File: config.mk
export PLATFORM = sky130hd
export DESIGN_NAME = button_debounce_long_press_top
export DESIGN_NICKNAME = d
export VERILOG_FILES = /design/src/hw/rtl/bdlp_pkg.sv /design/src/hw/rtl/button_debounce_long_press_top.sv /design/src/hw/rtl/bdlp_debounce.sv
export SDC_FILE = /design/constraint.sdc
export NUM_CORES = 1
export LEC_CHECK = 0
export BUFFER_PORTS_ARGS = -buffer_cell sky130_fd_sc_hd__buf_4
export CORE_UTILIZATION = 57
export DETAILED_ROUTE_END_ITERATION = 16
export MAX_ROUTING_LAYER = met4
export PLACE_DENSITY = 0.76
export SYNTH_ARGS = -nofsm -noshare
export SYNTH_HDL_FRONTEND = slang
export SYNTH_SLANG_ARGS = --single-unit
File: constraint.sdc
create_clock -name clk -period 6.35 [get_ports clk]
set_input_delay 1.27 -clock clk [delete_from_list [all_inputs] [get_ports clk]]
set_output_delay 1.27 -clock clk [all_outputs]
set_load 0.01 [all_outputs]
File: src/hw/rtl/bdlp_pkg.sv
// ============================================================================
// bdlp_pkg
// Shared types and constants for the button debounce / long-press block.
// ============================================================================
package bdlp_pkg;

    // Counter widths
    localparam int SETTLE_BITS = 8;
    localparam int HOLD_BITS   = 16;

    // Configuration register widths and reset values
    localparam int DEBOUNCE_W    = 8;
    localparam int LONG_PRESS_W  = 16;
    localparam int CFG_DATA_W    = 16;
    localparam int CFG_INDEX_W   = 2;

    localparam logic [DEBOUNCE_W-1:0]   DEBOUNCE_RESET   = DEBOUNCE_W'(50);
    localparam logic [LONG_PRESS_W-1:0] LONG_PRESS_RESET = LONG_PRESS_W'(600);

    // Comparison widths, wide enough for either operand
    localparam int SETTLE_CMP_W = (SETTLE_BITS > DEBOUNCE_W) ? SETTLE_BITS : DEBOUNCE_W;
    localparam int HOLD_CMP_W   = (HOLD_BITS > LONG_PRESS_W) ? HOLD_BITS : LONG_PRESS_W;

    // Configuration register indexes
    typedef enum logic [CFG_INDEX_W-1:0] {
        CFG_DEBOUNCE_TICKS   = 2'd0,
        CFG_LONG_PRESS_TICKS = 2'd1
    } cfg_index_t;

    // One tick word: raw active-low levels and the sleep request
    typedef struct packed {
        logic up_level;
        logic select_level;
        logic down_level;
        logic sleep_request;
    } tick_word_t;

    // One result word
    typedef struct packed {
        logic up_event;
        logic down_event;
        logic ok_event;
        logic back_event;
        logic wake_event;
        logic activity;
        logic display_awake;
    } result_word_t;

    // Status of one debounced button for the current tick
    typedef struct packed {
        logic settled;      // raw level has held long enough
        logic stable;       // stable level after this tick
        logic fell;         // stable level went to pressed this tick
    } btn_status_t;

endpackage

File: src/hw/rtl/button_debounce_long_press_top.sv
// ============================================================================
// button_debounce_long_press_top
// Debounces up, select and down; gives press, ok, back and wake events.
// ============================================================================
// A tick word passes through the input register and then the result register.
// Throughput: one tick word per cycle. The input register and the result
// register each hold one word; a stalled result keeps its word, so intake
// stops once the input register is also full.
// Reset: asynchronous active low; buttons released, settle counts at
// maximum, display awake, registers at 50 and 600 ticks.
module button_debounce_long_press_top
    import bdlp_pkg::*;
(
    input  logic                   clk,
    input  logic                   rst_n,
    // configuration write port
    input  logic                   cfg_we,
    input  logic [CFG_INDEX_W-1:0] cfg_index,
    input  logic [CFG_DATA_W-1:0]  cfg_data,
    // tick words
    input  logic                   tick_valid,
    output logic                   tick_ready,
    input  tick_word_t             tick,
    // result words
    output logic                   result_valid,
    input  logic                   result_ready,
    output result_word_t           result
);

    // Configuration registers
    logic [DEBOUNCE_W-1:0]   debounce_reg;
    logic [LONG_PRESS_W-1:0] long_press_reg;

    always_ff @(posedge clk or negedge rst_n)
    begin
        if (!rst_n)
        begin
            debounce_reg   <= DEBOUNCE_RESET;
            long_press_reg <= LONG_PRESS_RESET;
        end
        else if (cfg_we)
        begin
            unique case (cfg_index_t'(cfg_index))
                CFG_DEBOUNCE_TICKS:   debounce_reg   <= cfg_data[DEBOUNCE_W-1:0];
                CFG_LONG_PRESS_TICKS: long_press_reg <= cfg_data[LONG_PRESS_W-1:0];
                default: ;
            endcase
        end
    end

    // Input register and handshake
    logic       in_valid_reg;
    tick_word_t in_word_reg;
    logic       fire;

    assign fire       = in_valid_reg && (!result_valid || result_ready);
    assign tick_ready = !in_valid_reg || fire;

    always_ff @(posedge clk or negedge rst_n)
    begin
        if (!rst_n)
            in_valid_reg <= 1'b0;
        else if (tick_ready)
            in_valid_reg <= tick_valid;
    end

    always_ff @(posedge clk)
    begin
        if (tick_ready && tick_valid)
            in_word_reg <= tick;
    end

    // Debouncers
    btn_status_t up_st;
    btn_status_t sel_st;
    btn_status_t dn_st;

    bdlp_debounce u_up (
        .clk            (clk),
        .rst_n          (rst_n),
        .en             (fire),
        .level          (in_word_reg.up_level),
        .debounce_ticks (debounce_reg),
        .status         (up_st)
    );

    bdlp_debounce u_sel (
        .clk            (clk),
        .rst_n          (rst_n),
        .en             (fire),
        .level          (in_word_reg.select_level),
        .debounce_ticks (debounce_reg),
        .status         (sel_st)
    );

    bdlp_debounce u_dn (
        .clk            (clk),
        .rst_n          (rst_n),
        .en             (fire),
        .level          (in_word_reg.down_level),
        .debounce_ticks (debounce_reg),
        .status         (dn_st)
    );

    // Press tracking state
    logic                 up_done_reg,   up_done_next;
    logic                 dn_done_reg,   dn_done_next;
    logic                 held_reg,      held_next;
    logic [HOLD_BITS-1:0] hold_cnt_reg,  hold_cnt_next;
    logic                 long_done_reg, long_done_next;
    logic                 asleep_reg,    asleep_next;

    logic                 up_ev_raw, dn_ev_raw;
    logic                 sel_down, sel_new, any_press;
    logic [HOLD_BITS-1:0] hold_inc;
    result_word_t         res_next;

    // Up/down: one event per debounced press
    always_comb
    begin
        up_done_next = up_st.fell ? 1'b0 : up_done_reg;
        up_ev_raw    = up_st.settled && !up_st.stable && !up_done_next;
        if (up_ev_raw)
            up_done_next = 1'b1;

        dn_done_next = dn_st.fell ? 1'b0 : dn_done_reg;
        dn_ev_raw    = dn_st.settled && !dn_st.stable && !dn_done_next;
        if (dn_ev_raw)
            dn_done_next = 1'b1;
    end

    // Select hold, long press and wake logic
    always_comb
    begin
        hold_inc = (held_reg && hold_cnt_reg != '1) ? hold_cnt_reg + HOLD_BITS'(1)
                                                    : hold_cnt_reg;
        sel_down  = !sel_st.stable;
        sel_new   = sel_down && !held_reg;
        any_press = up_ev_raw || dn_ev_raw || sel_new;

        held_next      = held_reg;
        hold_cnt_next  = hold_inc;
        long_done_next = long_done_reg;
        asleep_next    = asleep_reg;
        res_next       = '0;

        if (any_press && asleep_reg)
        begin
            // first press only wakes the display
            asleep_next         = 1'b0;
            res_next.wake_event = 1'b1;
            if (sel_new)
            begin
                held_next      = 1'b1;
                hold_cnt_next  = '0;
                long_done_next = 1'b1;
            end
        end
        else
        begin
            res_next.up_event   = up_ev_raw;
            res_next.down_event = dn_ev_raw;
            if (sel_new)
            begin
                held_next      = 1'b1;
                hold_cnt_next  = '0;
                long_done_next = 1'b0;
            end
            if (sel_down && held_next && !long_done_next &&
                HOLD_CMP_W'(hold_cnt_next) >= HOLD_CMP_W'(long_press_reg))
            begin
                res_next.back_event = 1'b1;
                long_done_next      = 1'b1;
            end
            if (!sel_down && held_next)
            begin
                res_next.ok_event = !long_done_next;
                held_next         = 1'b0;
            end
        end

        if (in_word_reg.sleep_request)
            asleep_next = 1'b1;

        res_next.activity      = any_press;
        res_next.display_awake = !asleep_next;
    end

    always_ff @(posedge clk or negedge rst_n)
    begin
        if (!rst_n)
        begin
            up_done_reg   <= 1'b0;
            dn_done_reg   <= 1'b0;
            held_reg      <= 1'b0;
            hold_cnt_reg  <= '0;
            long_done_reg <= 1'b0;
            asleep_reg    <= 1'b0;
        end
        else if (fire)
        begin
            up_done_reg   <= up_done_next;
            dn_done_reg   <= dn_done_next;
            held_reg      <= held_next;
            hold_cnt_reg  <= hold_cnt_next;
            long_done_reg <= long_done_next;
            asleep_reg    <= asleep_next;
        end
    end

    // Result register
    always_ff @(posedge clk or negedge rst_n)
    begin
        if (!rst_n)
            result_valid <= 1'b0;
        else if (fire)
            result_valid <= 1'b1;
        else if (result_ready)
            result_valid <= 1'b0;
    end

    always_ff @(posedge clk)
    begin
        if (fire)
            result <= res_next;
    end

endmodule

File: src/hw/rtl/bdlp_debounce.sv
// ============================================================================
// bdlp_debounce
// One button's settle counter, raw level and stable level.
// ============================================================================
module bdlp_debounce
    import bdlp_pkg::*;
(
    input  logic                  clk,
    input  logic                  rst_n,
    input  logic                  en,
    input  logic                  level,
    input  logic [DEBOUNCE_W-1:0] debounce_ticks,
    output btn_status_t           status
);

    logic                   raw_reg;
    logic                   stable_reg;
    logic [SETTLE_BITS-1:0] count_reg;
    logic [SETTLE_BITS-1:0] count_next;
    logic                   settled;

    // Raw change restarts the count, otherwise count up and saturate
    always_comb
    begin
        if (level != raw_reg)
            count_next = '0;
        else if (count_reg != '1)
            count_next = count_reg + SETTLE_BITS'(1);
        else
            count_next = count_reg;
    end

    assign settled = SETTLE_CMP_W'(count_next) >= SETTLE_CMP_W'(debounce_ticks);

    // Status for this tick
    always_comb
    begin
        status.settled = settled;
        status.stable  = settled ? level : stable_reg;
        status.fell    = settled && (level != stable_reg) && !level;
    end

    // State update, one tick per enable
    always_ff @(posedge clk or negedge rst_n)
    begin
        if (!rst_n)
        begin
            raw_reg    <= 1'b1;
            stable_reg <= 1'b1;
            count_reg  <= '1;
        end
        else if (en)
        begin
            raw_reg    <= level;
            stable_reg <= status.stable;
            count_reg  <= count_next;
        end
    end

endmodule

==> results.rst <==
.. list-table::
   :header-rows: 1

   * - Metric
     - Value
   * - Number of antenna violations at the first check in global routing
     - 0
   * - Largest driver fanout on the critical path
     - 19
   * - GR met3 Demand/Resource
     - 4.36%
   * - Placeable core region
     - 9200 µm²
   * - Pin count of the biggest net entering global routing
     - 78
   * - Number of warnings printed during yosys synthesis
     - 0
   * - Root buffer cell
     - sky130_fd_sc_hd__clkbuf_8
   * - Post-synth net total
     - 646
   * - Gr busiest metal
     - met2
   * - Slew at the pin with the worst max-slew slack
     - 0.966 ns
   * - Setup violation total in the final timing report
     - 0
   * - Signed area change from the synthesized netlist to the final layout
     - 9.68%
   * - Async set or reset register ratio after synthesis
     - 87.5%
   * - DRT Wirelength
     - about 12000 µm
   * - Number of rows created at floorplan
     - 35
   * - Proportion of synthesized chip area in sequential cells
     - a little over two fifths
   * - Detailed-route wire length per cell
     - between 15 and 20 µm
   * - Final worst path period share
     - roughly 83%
   * - Main flop type after synthesis
     - sky130_fd_sc_hd__dfrtp_1
   * - Detailed-route DRC error count
     - 0
   * - Synthesized area
     - 5400 µm²
   * - Clock latency on the worst-skew pair
     - 0.37 ns
   * - GRT met1 Usage
     - between 30% and 40%
   * - Most common library cells after synthesis
     - sky130_fd_sc_hd__nand2_1 (90), sky130_fd_sc_hd__ha_1 (44), sky130_fd_sc_hd__dfrtp_1 (40)
   * - Critical Path End Type
     - flip-flop
   * - Grt met2 use
     - between 30% and 40%
   * - Routability cong.
     - ~0.84
   * - Relative slew slack
     - 35.6%
   * - Hold Crit Endpoint
     - u_sel.count_reg[6]
   * - Summed area of non-filler cells in the final layout
     - 5930 µm²
   * - Leakage
     - ~2.7 nW
   * - CTS Buf Count
     - 9
   * - Sequential share of power
     - between 40% and 50%
   * - Setup Fix Bufs, Post-CTS
     - 0
   * - Number of vias after detailed routing
     - roughly 4300
   * - Final number of hold-violating endpoints
     - 0
   * - Leading post-synthesis cells by cell area
     - sky130_fd_sc_hd__dfrtp_1 (19%), sky130_fd_sc_hd__dfstp_2 (18%), sky130_fd_sc_hd__ha_1 (10%), sky130_fd_sc_hd__nand2_1 (6.3%), sky130_fd_sc_hd__edfxtp_1 (6.1%)
   * - Unique cell type count in the Yosys netlist
     - between 50 and 60
   * - Starting utilization of the core area
     - between 50% and 60%
   * - Maximum level of the CTS H-tree
     - 3
   * - Layout cell share with drive strength beyond 1
     - around a fifth
   * - # clock sinks
     - 88
   * - Area share of the largest cell type after synthesis
     - between 15 and 20%
   * - Cell count after synthesis
     - 575
   * - Worst slack on hold paths
     - approximately 0.48 ns
   * - Ant diodes
     - 0
   * - Input/output buffers
     - 35
   * - Number of cells on the worst hold path
     - 2
   * - Global routing usage summed across all routing layers
     - a little over a quarter
   * - Total power divided by cell area
     - approximately 290 nW/µm²
   * - Required time at the worst-slack endpoint
     - 6.61 ns
   * - Number of global-route vias before repair
     - between 4000 and 5000
   * - CTS tree
     - built
   * - Net switching power of the design
     - between 0.0006 and 0.0007 W
   * - Setup TNS after final layout
     - 0 ns
   * - Cell type contributing the most total cell area after synthesis
     - sky130_fd_sc_hd__dfrtp_1
   * - Critical path type
     - reg -> reg
   * - Tightest Hold Check Type
     - reg -> reg
   * - Detailed Routing Iterations Pass 1
     - 5
   * - Placed Area
     - about 5700 µm²
   * - Net count reported at finish
     - ~670
   * - Status
     - finished clean
   * - Internal power summed over all cells
     - 0.00111 W
   * - Average instance area after synthesis
     - between 9 and 10 µm²
   * - Setup slack on the worst flop-to-flop path
     - roughly 1.1 ns
   * - Reg2reg end
     - long_done_reg
   * - Worst IR drop on VDD
     - 0.000176 V
   * - Critical Path AT
     - roughly 5.5 ns
   * - Aggregate global routing overflow
     - 0
   * - Count of flip-flops with a built-in enable after synthesis
     - 11
   * - Filler cell count in the final layout
     - about 740
   * - Buffer levels on the longest clock path
     - 2
   * - Skew final
     - about 0.015 ns
   * - Die width
     - just under 100 µm
   * - Timing-limited maximum frequency
     - between 150 and 200 MHz
   * - Die area
     - 9870 µm²
   * - Fraction of power spent switching nets
     - between 30 and 40%
   * - Launch point of the worst reg-to-reg path
     - u_sel.count_reg[0]
   * - Register bit count reported by yosys
     - 88
   * - Combinational share of power
     - between 30% and 40%
   * - Portion of total power attributed to the clock network
     - a little under a quarter
   * - Most common cell in the synthesized netlist
     - sky130_fd_sc_hd__nand2_1
   * - CP Launch Type
     - flip-flop
   * - Final max-slew violation count
     - 0
   * - Average vias per placed instance
     - roughly 6.0
   * - Hold-fix buffers, CTS
     - 0
   * - CTS clk-pin slew, worst paths
     - roughly 0.10 ns
   * - Minimum clock period after layout
     - around 5.3 ns
   * - Number of top-level pins
     - 36
   * - First-pass GRT wire length
     - around 20000 µm
   * - Die extent in y
     - just under 100 µm
   * - Max capacitance violation total
     - 0
   * - Number of DRC markers after the initial detailed-route iteration
     - approximately 240
   * - DRT antenna net count
     - 0
   * - Cell depth of the worst flop-to-flop path
     - 20
   * - Setup repair after global routing missed its margin
     - no
   * - Detailed placement HPWL
     - approximately 8100 µm
   * - Start point of the worst hold path
     - u_sel.count_reg[6]
   * - Count of instances resized after the clock tree is built
     - 0
[cell families after synthesis]
group	count (synthesis)	share of synthesized area, %
buffers and inverters	52	3.94
multiplexers	29	5.93
XOR/XNOR	26	4.21
adder cells (fa/ha/maj)	44	10.2
AND/OR/NAND/NOR	214	18.9
AO/OA/AOI/OAI	122	14.2
flip-flops	88	42.6
[routing by layer]
| layer | part of all wire [%] | routed length [µm] |
|---|---|---|
| met1 | 48 | 5600 |
| met2 | 45 | 5210 |
| met3 | 6.4 | 750 |
| met4 | 1.1 | 129 |
| met5 | 0 | 0 |
[worst max path at each step]
| stage | startpoint | endpoint | cells after the start |
|---|---|---|---|
| 2_1_floorplan | u_sel.count_reg[0] | long_done_reg | 22 |
| 3_3_place_gp | u_sel.count_reg[0] | long_done_reg | 20 |
| 3_5_place_dp | u_sel.count_reg[0] | long_done_reg | 20 |
| 4_1_cts | u_sel.count_reg[0] | long_done_reg | 20 |
| 5_1_grt | u_sel.count_reg[0] | long_done_reg | 20 |
| 6_report | u_sel.count_reg[0] | long_done_reg | 20 |
[power groups by stage]
stage                     logic [W]  registers, W  clock network (W)
after floorplan            0.000437      0.000757                  0
after global routing       0.000620      0.000804           0.000432
after CTS                  0.000546      0.000788           0.000410
after global placement     0.000522      0.000791                  0
final                      0.000548      0.000791           0.000405
after detailed placement   0.000546      0.000796                  0
[cells in the final DEF, fill, tap and decap left out, types with 4 or more instances in the layout]
cell and n:
sky130_fd_sc_hd__nand3_1 23, sky130_fd_sc_hd__o21bai_1 4, sky130_fd_sc_hd__o21ai_0 36, sky130_fd_sc_hd__nand4_1 9, sky130_fd_sc_hd__xor2_1 20, sky130_fd_sc_hd__mux2i_1 5, sky130_fd_sc_hd__a21oi_1 29, sky130_fd_sc_hd__dfstp_2 37
sky130_fd_sc_hd__and3_1 14, sky130_fd_sc_hd__nand2_1 90, sky130_fd_sc_hd__and4_1 4, sky130_fd_sc_hd__clkbuf_8 9, sky130_fd_sc_hd__nor2_1 37, sky130_fd_sc_hd__inv_1 29, sky130_fd_sc_hd__dfrtp_1 40, sky130_fd_sc_hd__a211oi_1 4
sky130_fd_sc_hd__nor3b_1 4, sky130_fd_sc_hd__buf_4 38, sky130_fd_sc_hd__nor3_1 7, sky130_fd_sc_hd__edfxtp_1 11, sky130_fd_sc_hd__nand2b_1 10, sky130_fd_sc_hd__mux2_2 24, sky130_fd_sc_hd__ha_1 44, sky130_fd_sc_hd__o31ai_1 11
sky130_fd_sc_hd__and2_1 5, sky130_fd_sc_hd__xnor2_1 6, sky130_fd_sc_hd__a31oi_1 12
[worst max-delay path, stage by stage, from the launching register on]
cell                       delay (ns)
sky130_fd_sc_hd__dfstp_2         0.57
sky130_fd_sc_hd__ha_1            0.18
sky130_fd_sc_hd__and3_1          0.26
sky130_fd_sc_hd__nand3_1         0.24
sky130_fd_sc_hd__xor2_1          0.19
sky130_fd_sc_hd__nand2_1         0.09
sky130_fd_sc_hd__ha_1            0.29
sky130_fd_sc_hd__nand2b_4        0.13
sky130_fd_sc_hd__a2111o_1        0.41
sky130_fd_sc_hd__a211o_1         0.31
sky130_fd_sc_hd__a221oi_4        0.74
sky130_fd_sc_hd__buf_4           0.29
sky130_fd_sc_hd__nor2_1          0.07
sky130_fd_sc_hd__ha_1            0.30
sky130_fd_sc_hd__a21o_1          0.18
sky130_fd_sc_hd__a21o_1          0.17
sky130_fd_sc_hd__a21oi_1         0.14
sky130_fd_sc_hd__a21oi_1         0.05
sky130_fd_sc_hd__a21oi_1         0.22
sky130_fd_sc_hd__a21oi_1         0.08
sky130_fd_sc_hd__o221a_2         0.25
[cell type report]
class / instances / area [µm²] / area share (%)
clock buffer: 9 / 124 / 2.09
clock inverter: 7 / 75.1 / 1.27
inverter: 30 / 113 / 1.90
multi-input combinational: 435 / 2890 / 48.7
sequential: 88 / 2300 / 38.9
tap: 111 / 139 / 2.34
timing repair buffer: 38 / 285 / 4.81
[per-stage QoR]
stage / util, % / worst slack, ns / power, W / std cells
floorplan: - / 1.60 / 0.00119 / 575
global placement: 62.3 / 1.29 / 0.00131 / 702
detailed placement: 62.3 / 1.12 / 0.00134 / 702
CTS: 64.4 / 1.12 / 0.00174 / 718
global route: 64.4 / 0.693 / 0.00186 / 718
finish: 64.4 / 1.10 / 0.00174 / 718
No activity file was read; power rests on OpenSTA's default activity.
